<file path="config.mk">
export PLATFORM = sky130hd
export DESIGN_NAME = iptm_cell
export DESIGN_NICKNAME = d
export VERILOG_FILES = /design/src/rtl/iptm_pkg.sv /design/src/rtl/iptm_cell.sv
export SDC_FILE = /design/constraint.sdc
export NUM_CORES = 1
export LEC_CHECK = 0
export BUFFER_PORTS_ARGS = -buffer_cell sky130_fd_sc_hd__buf_2
export CAP_MARGIN = 20
export CORE_ASPECT_RATIO = 0.5
export CORE_MARGIN = 5
export CORE_UTILIZATION = 31
export CTS_BUF_LIST = sky130_fd_sc_hd__clkbuf_16
export CTS_CLUSTER_DIAMETER = 30
export DETAILED_ROUTE_END_ITERATION = 6
export PLACE_DENSITY = 0.63
export SKIP_LAST_GASP = 1
export SLEW_MARGIN = 20
export SYNTH_ARGS = -nofsm -noshare
export SYNTH_HDL_FRONTEND = slang
export SYNTH_SLANG_ARGS = --single-unit
</file>
<file path="constraint.sdc">
create_clock -name i_clk -period 39.5 [get_ports i_clk]
set_input_delay 5.925 -clock i_clk [delete_from_list [all_inputs] [get_ports i_clk]]
set_output_delay 5.925 -clock i_clk [all_outputs]
set_load 0.01 [all_outputs]
</file>
<file path="src/rtl/iptm_pkg.sv">
// shared types, constants and the prefix mask function for the prefix table match block
// no dependencies
package iptm_pkg;

    localparam int ENTRIES    = 16;
    localparam int ADDR_W     = 128;
    localparam int HALF_W     = 64;
    localparam int LEN_W      = 8;
    localparam int IDX_W      = 4;
    localparam int SLOT_W     = (ENTRIES > 16) ? $clog2(ENTRIES) : IDX_W;
    localparam int IN_DATA_W  = 144;
    localparam int OUT_DATA_W = 8;
    localparam logic [LEN_W-1:0] MAX_LEN = LEN_W'(ADDR_W);

    typedef enum logic {
        FUNC_WRITE  = 1'b0,
        FUNC_LOOKUP = 1'b1
    } t_func;

    typedef struct packed {
        t_func             func;
        logic [IDX_W-1:0]  entry_index;
        logic [HALF_W-1:0] addr_high;
        logic [HALF_W-1:0] addr_low;
        logic [LEN_W-1:0]  prefix_length;
        logic              entry_enable;
    } t_item;

    // top len bits set, len in 0..128
    function automatic logic [ADDR_W-1:0] prefix_mask(input logic [LEN_W-1:0] len);
        logic [ADDR_W-1:0] ones;
        ones = '1;
        return ~(ones >> len);
    endfunction

endpackage

</file>
<file path="src/rtl/iptm_cell.sv">
// one table slot of the prefix match chain: holds one entry and checks a passing lookup
// depends on iptm_pkg
module iptm_cell (
    input  logic                        i_clk,
    input  logic                        i_rst_n,
    input  logic                        i_adv,
    input  logic [iptm_pkg::SLOT_W-1:0] i_slot,
    input  logic                        i_vld,
    input  iptm_pkg::t_item             i_item,
    input  logic                        i_hit,
    output logic                        o_vld,
    output iptm_pkg::t_item             o_item,
    output logic                        o_hit
);
    import iptm_pkg::*;

    logic [HALF_W-1:0] r_high;
    logic [HALF_W-1:0] r_low;
    logic [LEN_W-1:0]  r_len;
    logic              r_valid;
    logic              r_vld;
    t_item             r_item;
    logic              r_hit;

    logic              n_hit;
    logic              n_wr;
    logic [LEN_W-1:0]  n_len;
    logic [ADDR_W-1:0] diff;

    always_comb begin
        diff  = ({i_item.addr_high, i_item.addr_low} ^ {r_high, r_low})
                & prefix_mask(r_len);
        n_hit = i_hit | (i_vld && i_item.func == FUNC_LOOKUP && r_valid && diff == '0);
        n_wr  = i_vld && i_item.func == FUNC_WRITE
                && SLOT_W'(i_item.entry_index) == i_slot;
        n_len = (i_item.prefix_length > MAX_LEN) ? MAX_LEN : i_item.prefix_length;
    end

    always_ff @(posedge i_clk) begin
        if (!i_rst_n) begin
            r_vld   <= 1'b0;
            r_valid <= 1'b0;
            r_hit   <= 1'b0;
        end else if (i_adv) begin
            r_vld <= i_vld;
            r_hit <= n_hit;
            if (n_wr) begin
                r_valid <= i_item.entry_enable;
            end
        end
    end

    always_ff @(posedge i_clk) begin
        if (i_adv) begin
            r_item <= i_item;
            if (n_wr) begin
                r_high <= i_item.addr_high;
                r_low  <= i_item.addr_low;
                r_len  <= n_len;
            end
        end
    end

    assign o_vld  = r_vld;
    assign o_item = r_item;
    assign o_hit  = r_hit;

endmodule

</file>
==> out/qor.csv, run 1 <==
metric,value,unit
number of warnings issued by yosys,0,
Slew Limit Fails,0,
DP Cell Count,1468,
CP max FO,90,
slowest CP cell,buf_6,
Core Area,36000,um2
syn nets,863,
Vias/cell,4.91,
clk sinks,281,
Synth-to-Final Area Change,30.7,%
Max Cap Viol,0,
CP Launch Type,input port,
drt pass-1 iters,5,
Routability Congestion,0.907,
global-route wire length before repair,49.5,mm
vias,7600,
critical path cell sequence,"buf_6, nand2_1, nor4_2, buf_4, buf_6",
"crit path setup slack, layout",31.41,ns
nets,1179,
maximum vdd drop,0.0256,mV
status,completed,
dominant cells by area after synthesis,"edfxtp_1, xor2_1, xnor2_1",
Rel. slew slack,35.1,%
Main synth FF type,edfxtp_1,
final WL,33.2,mm
Clock power frac,48.4,%
Global Route met1 Usage,19.0,%
final setup vio count,0,
vias in the first global route,7892,
Fin. Hold Viols,0,
critical path endpoint category,register,
post-synthesis sequential area ratio,74.3,%
"most common cell after layout, fill and taps aside",buf_2,
met2 Use GR,27.0,%
DRT iter0 DRCs,647,
width of the die,280,um
"Clk Latency, worst-skew pair",0.53,ns
post_cts resized,0,
"flops & latches, synth",281,
CTS tree,done,
clock root buffer,clkbuf_16,
largest net degree at the start of global routing,91,
M3 GR Usage,4.40,%
Antenna Nets Post-Route,0,
Crit Path Class,input port to register,
Hold Buf Count CTS,0,
register share of total power,44.8,%
most frequent CP cell,buf_6,
slew at the pin closest to its max-slew limit,0.973,ns
pwr dens,52.3,nW/um2
post-place setup slack,30.61,ns
GRT overflow,0,
grt peak-use layer,met2,
Crit path buffers/inverters,3,
min cycle time layout,8.09,ns
number of port buffers,294,
"non-filler cells, final",1548,
Die Ht,145,um
Final period util,20.5,%
CP Data Required Time,39.63,ns
share of cells above drive strength 1,35.8,%
"Power, Total",774,uW
Initial Util,31.5,%
Post-synth EDFFs,278,
top cell family by delay on the critical path,buffers and inverters,
"Avg Cell Area, Syn",15.9,um2
CP Data Arrival Time,8.22,ns
clk buf depth,3,
setup TNS,0,ns
worst clock skew,0.0271,ns
Fmax,0.124,GHz
"slowest stage delay, CP",0.73,ns
Sw Ratio,23.4,%
part of the power in combinational logic,6.9,%
share of the synthesized area in the top cell type,73.7,%
RSZ-0062 raised after global routing,false,
num ports,295,
initial antenna violation count,5,
Synth area leader,edfxtp_1,
# rows,49,
postcts setup bufs,0,
DIE AREA,40700,um2
Psw,181,uW
DRC,0,
worst hold path type,register to register,
P_leak,5.47,nW
most frequent cells in the layout,"buf_2, edfxtp_1, xor2_1",
Cell Int Power,594,uW
Mapped Area,11300,um2
drt wl/cell,21.5,um
Cells after Synth,712,
total track usage,15.6,%
cts bufs inserted,42,
"Reg clk slew, reported paths",0.06,ns
distinct cell type count after synthesis,65,
post-DP HPWL,24.2,mm
asr flop ratio synth,0,%
H-tree levels,2,
[Yosys cell counts, drive strengths merged (3+ instances only)]
library cell	instances
nor2	18
or2	3
nand4	8
o31ai	4
o21a	3
a211oi	5
o21ai	35
o211ai	4
nand2	23
clkbuf	21
xor2	82
dfxtp	3
a31oi	7
or3	5
edfxtp	278
and2	3
nor2b	8
inv	3
o22ai	4
nor3	11
or4	4
a21o	5
xnor2	50
buf	8
a22oi	8
and3	5
nor4	13
a21oi	40
o221ai	6
nand3	8
[worst paths after layout]
check / start / to / slack (ns) / depth (start not counted)
min: o_vld / o_vld / 0.48 / 2
max reg2reg: r_len[4] / o_hit / 36.13 / 8
min reg2reg: o_vld / o_vld / 0.48 / 2
max: i_adv / r_high[24] / 31.41 / 5
[state kept, by name, indices dropped and copies added, names as in the netlist]
name and cells:
o_item 142, r_high 64, r_low 64, r_len 8, o_hit 1, o_vld 1
r_valid 1
[per-layer routing]
| metal | part of all wire [%] | vias up |
|---|---|---|
| met5 | 0.063 | - |
| met4 | 2.6 | 4 |
| met3 | 7.5 | 70 |
| met2 | 52 | 297 |
| met1 | 38 | 3807 |
| li1 | - | 3422 |
[cell families (layout without fill, tap and decap cells)]
kind of cell    count (synthesis)  count (layout)  share of synthesized area, %
compound gates                149             149                          8.62
simple gates                  114             114                          5.35
xor+xnor                      132             132                          10.2
other cells                     0               3                             0
flops                         281             281                          74.3
mux                             2               2                         0.188
fa+ha+maj                       2               2                         0.177
buf+inv                        32             381                          1.17
[worst reg2reg max path, stage by stage (launching register included)]
cell and delay [ns]:
edfxtp_1 0.37, buf_4 0.26, or4_1 0.82, o21ai_0 0.28, o21ai_0 0.19, nor4_1 0.48, nand4_1 0.17, or4_1 0.55
o31ai_2 0.19
[power groups by stage]
stage / Sequential [mW] / Combinational (mW) / Clock, mW
finish: 0.347 / 0.0532 / 0.374
global route: 0.348 / 0.0569 / 0.397
CTS: 0.347 / 0.0538 / 0.383
detailed placement: 0.353 / 0.0536 / 0
global placement: 0.353 / 0.0528 / 0
floorplan: 0.360 / 0.0125 / 0
[layout make-up]
| type | instances | area (um2) |
|---|---|---|
| sequential | 281 | 8410 |
| antenna | 3 | 7.51 |
| clock inverter | 34 | 372 |
| tap | 484 | 606 |
| clock buffer | 43 | 1080 |
| timing repair buffer | 301 | 1530 |
| inverter | 3 | 11.3 |
| multi-input combinational | 399 | 2790 |
| fill | 3276 | 21200 |
[through the flow]
step | hold slack, ns | util [%] | instance area, um2
global route | 0.517 | 41.1 | 14800
finish | 0.482 | 41.1 | 14800
CTS | 0.484 | 41.1 | 14800
global placement | 0.475 | 37.1 | 13300
floorplan | 0.475 | - | 11300
detailed placement | 0.473 | 37.1 | 13300
(Power assumes the default switching activity.)
==> run 2, diff against run 1 <==
clock period = 7.9 ns   (was 39.5 ns; I/O delays follow)
==> out/qor.csv, run 2 (same netlist as run 1, synthesis figures left out) <==
metric,value,unit,change
Die Ht,145,um,unchanged
# rows,49,,unchanged
Worst Hold Depth,2,,unchanged
Final period util,44.5,%,
r2r setup slk,4.38,ns,-31.75 ns
status,completed,,
Rel. slew slack,37.5,%,+2.3 points
Critical Path Start,r_len[1],,
vias,7469,,-1.7%
vias in the first global route,7750,,-1.8%
worst hold margin,0.492,ns,+0.00966 ns
Max Cap Viol,0,,unchanged
CTS tree,done,,
total track usage,15.8,%,+0.17 points
clock root buffer,clkbuf_16,,
worst clock skew,0.00880,ns,-0.0183 ns
part of the power in combinational logic,6.8,%,about the same
DRT iter0 DRCs,768,,+19%
Psw,945,uW,+420%
Fmax,0.284,GHz,
pwr dens,265,nW/um2,+410%
fillers,3263,,-0.40%
Vias/cell,4.82,,-1.9%
"non-filler cells, final",1551,,+0.19%
post-DP HPWL,24.3,mm,+0.46%
"most common cell after layout, fill and taps aside",buf_2,,
Sw Ratio,24.0,%,+0.61 points
nets,1180,,+0.085%
Synth-to-Final Area Change,31.4,%,
worst hold path type,register to register,,
register share of total power,43.9,%,-0.9 points
Core Area,36000,um2,unchanged
cts bufs inserted,44,,+4.8%
width of the die,280,um,unchanged
CP Data Required Time,8.35,ns,-31.28 ns
GRT overflow,0,,unchanged
Reg area,8410,um2,unchanged
Initial Util,31.5,%,unchanged
Cell Int Power,3.00,mW,+400%
Reg2Reg Capture Point,o_hit,,
slew at the pin closest to its max-slew limit,0.938,ns,-0.0351 ns
post_cts resized,0,,unchanged
Area after DPL,13400,um2,+0.10%
P_leak,5.50,nW,+0.52%
Clock power frac,49.3,%,+0.9 points
drt wl/cell,21.6,um,+0.47%
max reg flops,142,,unchanged
DP Cell Count,1467,,-0.068%
RSZ-0062 raised after global routing,false,,
R2R depth,7,,-1
CP max FO,23,,-74%
postcts setup bufs,0,,unchanged
global-route wire length before repair,49.7,mm,+0.47%
"Reg clk slew, reported paths",0.06,ns,about the same
"Clk Latency, worst-skew pair",0.54,ns,about the same
final WL,33.4,mm,+0.66%
CP Launch Type,register,,
setup TNS,0,ns,unchanged
multi-input logic area,2790,um2,+0.31%
number of port buffers,294,,unchanged
Hold Buf Count CTS,0,,unchanged
Final Instance Area,14900,um2,+0.50%
Fin. Hold Viols,0,,unchanged
min cycle time layout,3.52,ns,
initial antenna violation count,5,,unchanged
Slew Limit Fails,0,,unchanged
Antenna Nets Post-Route,0,,unchanged
R2R Path Start,r_len[1],,
Worst Hold End,o_vld,,
num ports,295,,unchanged
critical path endpoint category,register,,
clk buf depth,3,,unchanged
CP Data Arrival Time,3.97,ns,-4.25 ns
clk sinks,281,,unchanged
hold path startpoint,o_vld,,
largest net degree at the start of global routing,138,,+52%
drt pass-1 iters,5,,unchanged
Routability Congestion,0.861,,-5.1%
share of cells above drive strength 1,36.3,%,+0.52 points
H-tree levels,2,,unchanged
DRC,0,,unchanged
Crit Path Class,register to register,,
final setup vio count,0,,unchanged
maximum vdd drop,0.155,mV,+510%
most frequent cells in the layout,"buf_2, edfxtp_1, xor2_1",,
DIE AREA,40700,um2,unchanged
## run 2: cell count changes in the layout (fill, tap and decap cells not counted), moves of 2 or more
| cell | change |
|---|---|
| inv_1 | -2 |
| clkbuf_16 | +2 |
| inv_6 | -3 |
| clkinv_4 | +4 |
| clkinv_8 | -3 |
| inv_8 | +8 |
## run 2: layout make-up
type	count	share of cell area [%]
diodes	2	0.0337
clock buffers	45	7.57
clock inverters	37	2.61
inverters	3	0.0757
multi-input cells	399	18.8
flip-flops and latches	281	56.5
well taps	484	4.07
repair buffers	300	10.3
## run 2: power groups by stage
stage               Combinational (mW)  Sequential, mW  Clock (mW)
floorplan                       0.0631            1.80           0
global placement                 0.266            1.76           0
detailed placement               0.269            1.76           0
CTS                              0.270            1.73        1.99
global route                     0.286            1.74        2.05
finish                           0.266            1.73        1.94
## run 2: worst max-delay path, cell delays in order, from the launching register on
cell and delay [ns]:
edfxtp_1 0.76, o21ai_0 0.81, a2bb2oi_1 0.37, o21ai_0 0.13
nor4_1 0.41, nand4_1 0.19, or4_1 0.56, o31ai_2 0.18
## run 2: stage by stage
step / total power [mW] / setup slack (ns) / utilization (%)
detailed placement: 2.03 / 4.49 / 37.1
floorplan: 1.86 / 1.50 / -
global route: 4.08 / 4.28 / 41.3
CTS: 3.99 / 4.50 / 41.3
finish: 3.94 / 4.38 / 41.3
global placement: 2.03 / 4.50 / 37.1
## run 2: worst max path at each step
| stage | endpoint | slack [ns] | cells past startpoint |
|---|---|---|---|
| after floorplan | r_valid | 1.50 | 5 |
| after global placement | o_hit | 4.50 | 7 |
| after detailed placement | o_hit | 4.49 | 8 |
| after CTS | o_hit | 4.50 | 7 |
| after global routing | o_hit | 4.28 | 7 |
| final | o_hit | 4.38 | 7 |
## run 2: per-layer routing
layer	track usage, %	vias to the layer above	wire [um]
met5	0	-	28
met3	4.25	61	2210
met2	26.3	253	16800
li1	-	3426	-
met1	20.6	3723	13800
met4	4.06	6	606
==> run 3, diff against run 2 <==
clock period = 3.3 ns   (was 7.9 ns; I/O delays follow)
==> out/qor.csv, run 3 (same netlist as run 1, synthesis figures left out) <==
metric,value,unit,change
CP max FO,12,,-48%
Final Instance Area,15100,um2,+1.4%
DP Cell Count,1485,,+1.2%
total track usage,16.9,%,+1.1 points
post_cts resized,0,,unchanged
Fin. Hold Viols,0,,unchanged
vias in the first global route,7948,,+2.6%
drt wl/cell,22.8,um,+5.5%
Rel. slew slack,43.8,%,+6.3 points
worst hold path type,input port to register,,
Core Area,36000,um2,unchanged
Area after DPL,13500,um2,+1.3%
max reg flops,142,,unchanged
Final period util,96.0,%,+51 points
CP Data Required Time,3.77,ns,-4.58 ns
clk buf depth,3,,unchanged
DRT iter0 DRCs,656,,-15%
clk sinks,281,,unchanged
post-layout utilization of the core,41.9,%,+0.56 points
Antenna Nets Post-Route,0,,unchanged
CP Launch Type,register,,
global-route wire length before repair,52.8,mm,+6.3%
"Clk Latency, worst-skew pair",0.55,ns,about the same
number of port buffers,294,,unchanged
worst hold margin,0.160,ns,-0.331 ns
min cycle time layout,3.17,ns,-0.348 ns
initial antenna violation count,2,,-3
DIE AREA,40700,um2,unchanged
width of the die,280,um,unchanged
worst clock skew,0.0291,ns,+0.0203 ns
R2R depth,7,,unchanged
P_leak,5.63,nW,+2.3%
GRT overflow,0,,unchanged
nets,1199,,+1.6%
vias,7642,,+2.3%
Die Ht,145,um,unchanged
status,"finished, violations left",,
pwr dens,636,nW/um2,+140%
drt pass-1 iters,7,,+2
Fmax,0.316,GHz,+11%
most frequent cells in the layout,"buf_2, edfxtp_1, xor2_1",,
clock root buffer,clkbuf_16,,
Worst Hold Depth,1,,-1
Hold Buf Count CTS,0,,unchanged
Max Cap Viol,0,,unchanged
H-tree levels,2,,unchanged
failing checks,DRC,,
DRC,1,,+1
Crit Path Class,register to register,,
Routability Congestion,0.922,,+7.1%
r2r setup slk,0.13,ns,-4.25 ns
maximum vdd drop,0.323,mV,+110%
critical path endpoint category,register,,
share of cells above drive strength 1,37.4,%,+1.0 points
slew at the pin closest to its max-slew limit,0.842,ns,-0.0967 ns
CP Data Arrival Time,3.64,ns,-0.33 ns
final setup vio count,0,,unchanged
cts bufs inserted,45,,+2.3%
RSZ-0062 raised after global routing,false,,
"non-filler cells, final",1569,,+1.2%
Initial Util,31.5,%,unchanged
final WL,35.7,mm,+6.8%
post-DP HPWL,26.7,mm,+9.8%
Vias/cell,4.87,,+1.1%
setup TNS,0,ns,unchanged
Synth-to-Final Area Change,33.2,%,
"most common cell after layout, fill and taps aside",buf_2,,
CTS tree,done,,
postcts setup bufs,0,,unchanged
# rows,49,,unchanged
Slew Limit Fails,0,,unchanged
num ports,295,,unchanged
"Reg clk slew, reported paths",0.06,ns,about the same
largest net degree at the start of global routing,69,,-50%
run 3: path summary, 6_finish.rpt:
| path | start | to |
|---|---|---|
| max | r_len[7] | o_hit |
| min | i_item[33] | r_low[24] |
| max reg2reg | r_len[7] | o_hit |
| min reg2reg | o_vld | o_vld |
run 3: routing by layer:
metal	up-vias	global-route usage (%)	share of wire [%]
li1	3459	-	-
met4	2	4.79	2.2
met5	-	0	0.15
met2	233	27.4	48
met3	63	5.09	6.4
met1	3885	22.2	43
run 3: critical path: stages, from the launching register on:
cell and delay, ns:
edfxtp_1 0.56, or4_1 0.83, o21ai_0 0.25, o21ai_0 0.11, nor4_1 0.44, nand4_1 0.18
or4_1 0.57, o31ai_2 0.18
run 3: area by class of cell:
cell class	count	area, um2
sequential	281	8410
fill	3278	20900
tap	484	606
clock buffer	47	1180
timing repair buffer	318	1680
antenna	1	2.50
inverter	3	11.3
multi-input combinational	399	2820
clock inverter	36	372
run 3: power breakdown:
| part | switching (mW) | total [mW] | internal [mW] |
|---|---|---|---|
| combinational | 0.414 | 0.662 | 0.249 |
| sequential | 0.0427 | 4.15 | 4.10 |
| clock | 1.81 | 4.78 | 2.97 |
| total | 2.26 | 9.59 | 7.32 |
run 3: stage by stage:
stage,power [mW],setup WS [ns]
6_report,9.59,0.132
5_1_grt,9.92,0.0224
4_1_cts,9.69,0.233
3_5_place_dp,4.89,0.212
3_3_place_gp,4.88,0.262
2_1_floorplan,4.46,-2.29
